[src/bresenham_line_rasterizer_macros.svh]
// Assertion macros shared by the line rasterizer RTL.
`ifndef BRESENHAM_LINE_RASTERIZER_MACROS_SVH
`define BRESENHAM_LINE_RASTERIZER_MACROS_SVH

// Same-cycle implication.
`define BRL_ASSERT_NOW(label, pre, post) \
  label: assert property (@(posedge clk) disable iff (rst) (pre) |-> (post)) \
    else $error("line rasterizer check failed");

// Next-cycle implication.
`define BRL_ASSERT_NEXT(label, pre, post) \
  label: assert property (@(posedge clk) disable iff (rst) (pre) |=> (post)) \
    else $error("line rasterizer check failed");

`endif

[src/brl_pkg.sv]
// Types and constants shared by the line rasterizer modules.
`timescale 1ns / 1ps
package brl_pkg;

  localparam int X_W       = 6;
  localparam int Y_W       = 5;
  localparam int ERR_W     = 10;
  localparam int CMP_W     = 7;
  localparam int CMD_DEPTH = 2;

  typedef struct packed {
    logic [X_W-1:0]          x;
    logic [Y_W-1:0]          y;
    logic [X_W-1:0]          xe;
    logic [Y_W-1:0]          ye;
    logic [X_W-1:0]          dx;
    logic [Y_W-1:0]          dy;
    logic                    sx_neg;
    logic                    sy_neg;
    logic signed [ERR_W-1:0] err;
  } cmd_t;

endpackage

[src/brl_front.sv]
// Front end: turns a line command into deltas, step directions and initial error.
`timescale 1ns / 1ps
module brl_front (
  input  logic [brl_pkg::X_W-1:0] start_x,
  input  logic [brl_pkg::Y_W-1:0] start_y,
  input  logic [brl_pkg::X_W-1:0] end_x,
  input  logic [brl_pkg::Y_W-1:0] end_y,
  output brl_pkg::cmd_t           cmd
);
  import brl_pkg::*;

  logic [X_W-1:0] dx;
  logic [Y_W-1:0] dy;

  assign dx = (end_x > start_x) ? (end_x - start_x) : (start_x - end_x);
  assign dy = (end_y > start_y) ? (end_y - start_y) : (start_y - end_y);

  always_comb begin
    cmd.x      = start_x;
    cmd.y      = start_y;
    cmd.xe     = end_x;
    cmd.ye     = end_y;
    cmd.dx     = dx;
    cmd.dy     = dy;
    cmd.sx_neg = !(start_x < end_x);
    cmd.sy_neg = !(start_y < end_y);
    cmd.err    = signed'(ERR_W'(dx)) - signed'(ERR_W'(dy));
  end

endmodule

[src/brl_cmd_fifo.sv]
// Short command queue between the front end and the stepper.
`timescale 1ns / 1ps
module brl_cmd_fifo (
  input  logic          clk,
  input  logic          rst,
  input  logic          wr,
  input  brl_pkg::cmd_t wr_data,
  input  logic          rd,
  output brl_pkg::cmd_t rd_data,
  output logic          full,
  output logic          empty
);
  import brl_pkg::*;

  localparam int AW = (CMD_DEPTH > 1) ? $clog2(CMD_DEPTH) : 1;
  localparam int CW = $clog2(CMD_DEPTH + 1);

  cmd_t          mem [CMD_DEPTH];
  logic [AW-1:0] wr_ptr;
  logic [AW-1:0] rd_ptr;
  logic [CW-1:0] count;
  logic          do_wr;
  logic          do_rd;

  assign full    = (count == CW'(CMD_DEPTH));
  assign empty   = (count == '0);
  assign do_wr   = wr && !full;
  assign do_rd   = rd && !empty;
  assign rd_data = mem[rd_ptr];

  always_ff @(posedge clk) begin
    if (rst) begin
      wr_ptr <= '0;
      rd_ptr <= '0;
      count  <= '0;
    end else begin
      if (do_wr) begin
        wr_ptr <= (wr_ptr == AW'(CMD_DEPTH - 1)) ? '0 : wr_ptr + AW'(1);
      end
      if (do_rd) begin
        rd_ptr <= (rd_ptr == AW'(CMD_DEPTH - 1)) ? '0 : rd_ptr + AW'(1);
      end
      if (do_wr && !do_rd) begin
        count <= count + CW'(1);
      end else if (do_rd && !do_wr) begin
        count <= count - CW'(1);
      end
    end
  end

  always_ff @(posedge clk) begin
    if (do_wr) begin
      mem[wr_ptr] <= wr_data;
    end
  end

endmodule

[src/brl_stepper.sv]
// Back end: Bresenham walk of a line, one pixel per cycle unless stalled, output reg.
`timescale 1ns / 1ps
module brl_stepper #(
  parameter int CANVAS_WIDTH  = 64,
  parameter int CANVAS_HEIGHT = 32
) (
  input  logic                    clk,
  input  logic                    rst,
  input  brl_pkg::cmd_t           cmd,
  input  logic                    cmd_empty,
  output logic                    cmd_pop,
  output logic [brl_pkg::X_W-1:0] pixel_x,
  output logic [brl_pkg::Y_W-1:0] pixel_y,
  output logic                    last_pixel,
  output logic                    empty,
  input  logic                    pop
);
  import brl_pkg::*;

  typedef enum logic [1:0] {
    ST_IDLE = 2'b01,
    ST_WALK = 2'b10
  } step_state_t;

  step_state_t             state;
  step_state_t             state_next;
  logic [X_W-1:0]          x;
  logic [Y_W-1:0]          y;
  logic [X_W-1:0]          xe;
  logic [Y_W-1:0]          ye;
  logic [X_W-1:0]          dx;
  logic [Y_W-1:0]          dy;
  logic                    sx_neg;
  logic                    sy_neg;
  logic signed [ERR_W-1:0] err;
  logic signed [ERR_W-1:0] err_next;
  logic signed [ERR_W-1:0] dxs;
  logic signed [ERR_W-1:0] dys;
  logic signed [ERR_W-1:0] twice;
  logic                    out_valid;
  logic                    out_valid_next;
  logic                    step_x;
  logic                    step_y;
  logic                    at_end;
  logic                    in_canvas;
  logic                    adv;
  logic                    emit;
  logic                    load;

  assign dxs       = signed'(ERR_W'(dx));
  assign dys       = signed'(ERR_W'(dy));
  assign twice     = err <<< 1;
  assign step_x    = twice > -dys;
  assign step_y    = twice < dxs;
  assign err_next  = err - (step_x ? dys : '0) + (step_y ? dxs : '0);
  assign at_end    = (x == xe) && (y == ye);
  assign in_canvas = (CMP_W'(x) < CMP_W'(CANVAS_WIDTH)) &&
                     (CMP_W'(y) < CMP_W'(CANVAS_HEIGHT));

  assign adv     = (state == ST_WALK) && (!out_valid || pop);
  assign emit    = adv && in_canvas;
  assign load    = (state == ST_IDLE) && !cmd_empty;
  assign cmd_pop = load;
  assign empty   = !out_valid;

  always_comb begin
    state_next     = state;
    out_valid_next = (out_valid && !pop) || emit;
    case (state)
      ST_IDLE: begin
        if (load) begin
          state_next = ST_WALK;
        end
      end
      ST_WALK: begin
        if (adv && at_end) begin
          state_next = ST_IDLE;
        end
      end
      default: begin
        state_next = ST_IDLE;
      end
    endcase
  end

  always_ff @(posedge clk) begin
    if (rst) begin
      state     <= ST_IDLE;
      out_valid <= 1'b0;
    end else begin
      state     <= state_next;
      out_valid <= out_valid_next;
    end
  end

  always_ff @(posedge clk) begin
    if (load) begin
      x      <= cmd.x;
      y      <= cmd.y;
      xe     <= cmd.xe;
      ye     <= cmd.ye;
      dx     <= cmd.dx;
      dy     <= cmd.dy;
      sx_neg <= cmd.sx_neg;
      sy_neg <= cmd.sy_neg;
      err    <= cmd.err;
    end else if (adv && !at_end) begin
      err <= err_next;
      if (step_x) begin
        x <= sx_neg ? x - X_W'(1) : x + X_W'(1);
      end
      if (step_y) begin
        y <= sy_neg ? y - Y_W'(1) : y + Y_W'(1);
      end
    end
    if (emit) begin
      pixel_x    <= x;
      pixel_y    <= y;
      last_pixel <= at_end;
    end
  end

endmodule

[src/bresenham_line_rasterizer.sv]
// Top level of the Bresenham line rasterizer.
//
// Input queue side: a line command (start_x, start_y, end_x, end_y) is taken
// at a clock edge with push high and full low. Commands land in a two-entry
// command queue, so up to two lines can wait while the stepper walks another.
// Result queue side: while empty is low, pixel_x, pixel_y and last_pixel show
// the oldest pixel; it is taken at an edge with pop high.
// A line visits max(|dx|,|dy|)+1 pixels in order from start to end; pixels
// off the CANVAS_WIDTH x CANVAS_HEIGHT canvas are dropped. last_pixel marks
// the end point when it is on the canvas.
// The first pixel of a command passes the command queue, the stepper's load
// into its walk registers and the pixel output register. The stepper produces
// one pixel per cycle while pop does not stall it, and loads each command in
// its idle state before walking it, so a new line waits until the last is done.
// A stalled pop holds the stepper in place; the command queue keeps taking
// lines until it fills. Synchronous reset empties both queues and idles the
// stepper.
`timescale 1ns / 1ps
`include "bresenham_line_rasterizer_macros.svh"
module bresenham_line_rasterizer #(
  parameter int CANVAS_WIDTH  = 64,
  parameter int CANVAS_HEIGHT = 32
) (
  input  logic                    clk,
  input  logic                    rst,
  input  logic                    push,
  output logic                    full,
  input  logic [brl_pkg::X_W-1:0] start_x,
  input  logic [brl_pkg::Y_W-1:0] start_y,
  input  logic [brl_pkg::X_W-1:0] end_x,
  input  logic [brl_pkg::Y_W-1:0] end_y,
  output logic                    empty,
  input  logic                    pop,
  output logic [brl_pkg::X_W-1:0] pixel_x,
  output logic [brl_pkg::Y_W-1:0] pixel_y,
  output logic                    last_pixel
);
  import brl_pkg::*;

  cmd_t front_cmd;
  cmd_t queued_cmd;
  logic cmd_empty;
  logic cmd_pop;

  brl_front u_front (
    .start_x (start_x),
    .start_y (start_y),
    .end_x   (end_x),
    .end_y   (end_y),
    .cmd     (front_cmd)
  );

  brl_cmd_fifo u_cmd_fifo (
    .clk     (clk),
    .rst     (rst),
    .wr      (push),
    .wr_data (front_cmd),
    .rd      (cmd_pop),
    .rd_data (queued_cmd),
    .full    (full),
    .empty   (cmd_empty)
  );

  brl_stepper #(
    .CANVAS_WIDTH  (CANVAS_WIDTH),
    .CANVAS_HEIGHT (CANVAS_HEIGHT)
  ) u_stepper (
    .clk        (clk),
    .rst        (rst),
    .cmd        (queued_cmd),
    .cmd_empty  (cmd_empty),
    .cmd_pop    (cmd_pop),
    .pixel_x    (pixel_x),
    .pixel_y    (pixel_y),
    .last_pixel (last_pixel),
    .empty      (empty),
    .pop        (pop)
  );

  `BRL_ASSERT_NOW(a_queue_flags, full, !cmd_empty)
  `BRL_ASSERT_NOW(a_no_pop_when_empty, cmd_pop, !cmd_empty)
  `BRL_ASSERT_NOW(a_pixel_on_canvas, !empty,
                  (CMP_W'(pixel_x) < CMP_W'(CANVAS_WIDTH)) &&
                  (CMP_W'(pixel_y) < CMP_W'(CANVAS_HEIGHT)))
  `BRL_ASSERT_NEXT(a_push_fills_queue, push && !full, !cmd_empty || !empty)

endmodule

[config.mk]
export PLATFORM = sky130hd
export DESIGN_NAME = bresenham_line_rasterizer
export DESIGN_NICKNAME = d
export VERILOG_FILES = /design/src/brl_pkg.sv /design/src/brl_front.sv /design/src/brl_cmd_fifo.sv /design/src/brl_stepper.sv /design/src/bresenham_line_rasterizer.sv
export VERILOG_INCLUDE_DIRS = /design/src /design/src/src
export SDC_FILE = /design/constraint.sdc
export NUM_CORES = 1
export LEC_CHECK = 0
export BUFFER_PORTS_ARGS = -buffer_cell sky130_fd_sc_hd__buf_4
export CORE_UTILIZATION = 25
export DETAILED_ROUTE_END_ITERATION = 12
export SLEW_MARGIN = 20
export SYNTH_ARGS = -nofsm -noshare
export SYNTH_HDL_FRONTEND = slang
export SYNTH_HIERARCHICAL = 1
export SYNTH_SLANG_ARGS = --single-unit
[constraint.sdc]
create_clock -name clk -period 3.9 [get_ports clk]
set_input_delay 0.39 -clock clk [delete_from_list [all_inputs] [get_ports clk]]
set_output_delay 0.39 -clock clk [all_outputs]
set_load 0.02 [all_outputs]
# After elaboration in Yosys (flattened, before gate mapping)
# Memories as Yosys holds them, arrays and structs flattened. A register that Yosys moved wholly into a read port is not among the register bits.
# Cells that the tools add are included.
classes:
  n_eq_ne: 7
  n_addsub: 16
  muxes: 25
  n_reduce_logical: 29
  n_lt_le_gt_ge: 6
ops:
  columns: ["operator", "n"]
  rows:
  - ["$mux W6", 6]
  - ["$mux W5", 6]
  - ["$mux W10", 2]
  - ["$sub A6 B6 Y6", 2]
  - ["$add A10 B10 Y10", 1]
  - ["$gt A10 B10 Y1", 1]
  - ["$logic_and A1 B1 Y1", 10]
  - ["$lt A10 B7 Y1", 1]
  - ["$neg A5 Y10", 1]
  - ["$sub A10 B10 Y10", 1]
  - ["$sub A5 B5 Y5", 2]
  - ["$logic_not A1 Y1", 9]
  - ["$mux W2", 4]
  - ["$reduce_bool A2 Y1", 4]
  - ["$sub A6 B5 Y7", 1]
  - ["$add A6 B1 Y6 const B", 1]
  - ["$eq A6 B6 Y1", 1]
  - ["$gt A6 B6 Y1", 1]
  - ["$lt A6 B6 Y1", 1]
  - ["$mux W1", 6]
  - ["$reduce_and A2 Y1", 3]
  - ["$sub A6 B1 Y6 const B", 1]
  - ["$add A5 B1 Y5 const B", 1]
  - ["$eq A5 B5 Y1", 1]
  - ["12 further kinds", 16]
totals:
  out_inout_bits: 14
  reg_bits: 64
  ram_bits: 90
  in_bits: 26
  n_memories: 1
mem_list:
  columns: ["memory", "words", "width", "read_ports", "rd_ports_with_merged_regs", "write_ports", "line", "rtl"]
  rows:
  - ["u_cmd_fifo.mem", 2, 45, 1, 1, 1, "brl_cmd_fifo.sv:18", "cmd_t mem [CMD_DEPTH];"]

# Depth between registers and ports, before layout
depth:
  depth_word: 7
  ltp_mapped: 19

# Hierarchy
# The synthesis kept the hierarchy.
by_module_without_submodules:
  columns: ["mod", "seq_area_each_um2", "area_each_um2", "cells_per_inst", "n_inst"]
  rows:
  - ["brl_stepper", 1741.7, 3469.6, 317, 1]
  - ["brl_cmd_fifo", 2802.7, 3452.1, 165, 1]
  - ["brl_front", 0.0, 1498.9, 199, 1]

# Worst setup path after synthesis
# No wires, ideal clock.
synth_timing:
  path_kind: "register to register"
  start: "register u_stepper.dy[0]"
  end: "register u_stepper.err[8] (data pin)"
  path_buffers: 0
  stages_incl_launch_ff: 20
  period_less_slack_ns: 4.093
  arrival_time_ns: 3.823
  path_slack_ns: -0.193
  setup_time_ns: 0.270
  path_cell_list: "edfxtp_1 > inv_1 > ha_1 > and2_1 > ha_1 > inv_1 > ha_1 > a21oi_1 > a21boi_0 > o31ai_1 > a21o_1 > nor2_1 > fa_1 > inv_1 > fa_1 > a21oi_1 > o211ai_1 > a31oi_1 > xnor2_1 > a21oi_1"
synth_between:
  elab_chain_cells: 7
synth_lines:
  columns: ["item", "line", "rtl"]
  rows:
  - ["from (decl)", "brl_stepper.sv:32", "logic [Y_W-1:0] dy;"]
  - ["from (signal assigned)", "brl_stepper.sv:103", "dy <= cmd.dy;"]
  - ["$neg A5 Y10", "brl_stepper.sv:53", "assign step_x = twice > -dys;"]
  - ["$gt A10 B10 Y1", "brl_stepper.sv:53", null]
  - ["$mux W5 *", "brl_stepper.sv:55", "assign err_next = err - (step_x ? dys : '0) + (step_y ? dxs : '0);"]
  - ["$sub A10 B10 Y10 *", "brl_stepper.sv:55", null]
  - ["$add A10 B10 Y10 *", "brl_stepper.sv:55", null]
  - ["$mux W10 *", "brl_stepper.sv:107", "end else if (adv && !at_end) begin"]
  - ["$mux W10 *", "brl_stepper.sv:97", "if (load) begin"]
  - ["to (signal assigned)", "brl_stepper.sv:106", "err <= cmd.err;"]
  - ["to (signal assigned)", "brl_stepper.sv:108", "err <= err_next;"]
  - ["to (decl)", "brl_stepper.sv:35", "logic signed [ERR_W-1:0] err;"]
# Mark *: on every way between the ends. The rest lies on a longest branch, timed or not. The select of a mux whose other input is x is not followed.
# A chain may end at the register's enable or synchronous reset.

# Worst setup path after layout
# Same ends and word-level chain as after synthesis.

==> impl_metrics.csv <==
group,metric,value,unit
outcome,status,"complete, but fails checks",
outcome,failed_checks,"setup timing",
logic_synthesis,netlist_area,0.00834,sq mm
setup_path,cp_max_fo,5,
setup_path,crit-reg2reg-launch,"u_stepper/dy[0]",
placement,port_buffers,39,
sta,fmax,0.254,GHz
drt,dr.pass1.iters,4,
final_layout,area_growth,18.6,%
drt,wire_per_inst,14.9,microns
setup_path,end_kind,"register",
hold_path,hold_end,"u_cmd_fifo/mem[1][36]",
die,io_pins,40,
setup_path,worst-path-buf-inv,3,
grt,grt_use_total,10.7,%
sta,worst_pin_slew,0.978,ns
die,core-area,0.0327,sq mm
drt,drtIter0Drc,343,
drt,vias,5059,
power,power.leakage,0.00390,uW
final_layout,fillCellCount,3332,
final_layout,final_area,0.00989,sq mm
logic_synthesis,syn_nets,776,
drt,ant_nets,0,
grt,grt_pass1_vias,4960,
die,initial_core_util,25.5,%
power,fin_total_pwr,9190,uW
setup_path,startpoint,"u_stepper/dy[0]",
sta,postLayoutSetupSlackWorst,-0.0383,ns
power,power.density,929,mW/mm^2
placement,post_dp_cell_area,0.00912,sq mm
logic_synthesis,yosysWarnings,6,
setup_path,arrival,4.09,ns
placement,hpwl,12500,microns
logic_synthesis,syn_inst,677,
die,std_cell_rows,66,
setup_path,crit_family,"adder cells",
logic_synthesis,avgSynthCellArea,12.3,sq um
setup_path,startpoint_type,"register",
final_layout,nets,822,
setup_path,reg2reg_depth,18,
sta,relSlewSlack,34.8,%
drt,viasPerCell,4.29,
setup_path,critPathMaxStageDelay,0.49,ns
clocking,cts_tree,"yes",
grt,grt_remaining_overflow,0,
setup_path,regToRegEndpoint,"u_stepper/err[8]",
clocking,cts_buffers,17,
drt,remaining_drc_errors,0,
hold_path,hp-class,"in -> reg",
job,drv_cap,0,
clocking,cts_max_level,4,
sta,rsz0062_at_grt,"true",
clocking,clk_pin_slew_worst_paths,0.06,ns
clocking,clockBufferDepth,2,
clocking,clkLatencyLatePin,0.42,ns
power,ir_drop,0.495,mV
clocking,holdBufCountCts,0,
setup_path,crit_type,"reg -> reg",
grt,grt_pass1_wl,27500,microns
grt,grt_max_degree,45,
setup_path,r2r_setup_slack,-0.04,ns
hold_path,hold_path.startpoint,"start_y[2]",
setup_path,crit_chain,"inv_2 -> ha_4 -> and2_4 -> ha_4 -> inv_2 -> ha_4 -> nand4_1 -> o41ai_2 -> a21o_4 -> nor2_2 -> fa_1 -> inv_2 -> fa_2 -> a21oi_4 -> o211ai_1 -> a31oi_1 -> xnor2_1 -> a21oi_1",
drt,routed_wl,17500,microns
sta,final.setup.tns,-0.0383,ns
final_layout,antenna_cells,0,
die,die_area,0.0341,sq mm
placement,routabilityCongestion,0.878,
sta,period_needed,3.94,ns
sta,hold_viol,0,
sta,post-route-period-util,101,%
clocking,clock-sinks,152,
sta,finClkSkew,0.0118,ns
sta,setup_viol,1,
final_layout,final_util,30.3,%
final_layout,drive_above_1_share,23.8,%
setup_path,crit_slowest_cell,"fa_1",
clocking,root_buffer,"clkbuf_16",
grt,antenna_found_initial,0,
die,chipWidth,185,microns
hold_path,hold_depth,1,
sta,slew_viol_final,0,
die,die_h,185,microns
setup_path,critPathRequiredTime,4.05,ns
[how the worst max path moves through the flow]
stage | depth (start not counted) | endpoint | slack (ns)
2_1_floorplan | 19 | u_stepper/err[8] | -0.0002
3_3_place_gp | 17 | u_stepper/err[8] | -0.13
3_5_place_dp | 19 | u_stepper/err[6] | -0.21
4_1_cts | 19 | u_stepper/err[6] | -0.02
5_1_grt | 19 | u_stepper/err[8] | -0.21
6_report | 18 | u_stepper/err[8] | -0.04
[sequential cells by signal, indices dropped and copies added, names as in the netlist, 2 cells and up, named ones only]
register           count
u_cmd_fifo/count       2
u_cmd_fifo/mem        88
u_stepper/dx           6
u_stepper/dy           5
u_stepper/err          9
u_stepper/pixel_x      6
u_stepper/pixel_y      5
u_stepper/state        2
u_stepper/x            6
u_stepper/xe           6
u_stepper/y            5
u_stepper/ye           5
[power by group]
part	switching, uW	internal (uW)	total (uW)
sequential	372	2600	2970
clock	642	1000	1650
combinational	2440	2140	4570
[per-layer routing]
layer / wire [microns] / share of wire, % / global-route usage, % / vias up
met5: 0 / 0 / 0 / -
met4: 191 / 1.1 / 2.88 / 0
met3: 799 / 4.6 / 2.35 / 16
met2: 7730 / 44 / 16.1 / 107
met1: 8790 / 50 / 15.4 / 2471
li1: - / - / - / 2465
[cell type report]
class                   instances  area [sq um]  area share, %
clock buffers                  20           437           4.41
clock inverters                12           150           1.52
inverters                      88           330           3.34
multi-input cells             400          3460           35.0
flip-flops and latches        152          4490           45.3
well taps                     442           553           5.59
repair buffers                 64           480           4.86
[metrics by stage]
step                std cells  hold WS [ns]  setup slack [ns]
floorplan                 677         0.452         -0.000205
global placement         1144         0.470            -0.132
detailed placement       1144         0.488            -0.209
CTS                      1178         0.151           -0.0237
global route             1178         0.157            -0.212
finish                   1178         0.172           -0.0383
[cell usage in the layout, fill, tap and decap left out, drive strengths merged, types with 7 or more instances in the layout]
cell and instances:
inv 88, xnor2 13, nand2b 8, edfxtp 144, mux2 47, clkinv 9
ha 61, a21oi 39, xor2 26, and2 7, o21ai 21, a21o 13
nor2 32, fa 12, clkbuf 20, buf 64, nor2b 12, dfxtp 8
o211ai 8, nand2 33, nand3 7, nor3 7
[what timing repair did]
action	in CTS	in global routing
setup endpoints to repair	6	6
gates cloned	0	0
buffers inserted	2	0
resized for setup	22	9
pin swaps	18	14
(Power assumes the default switching activity.)
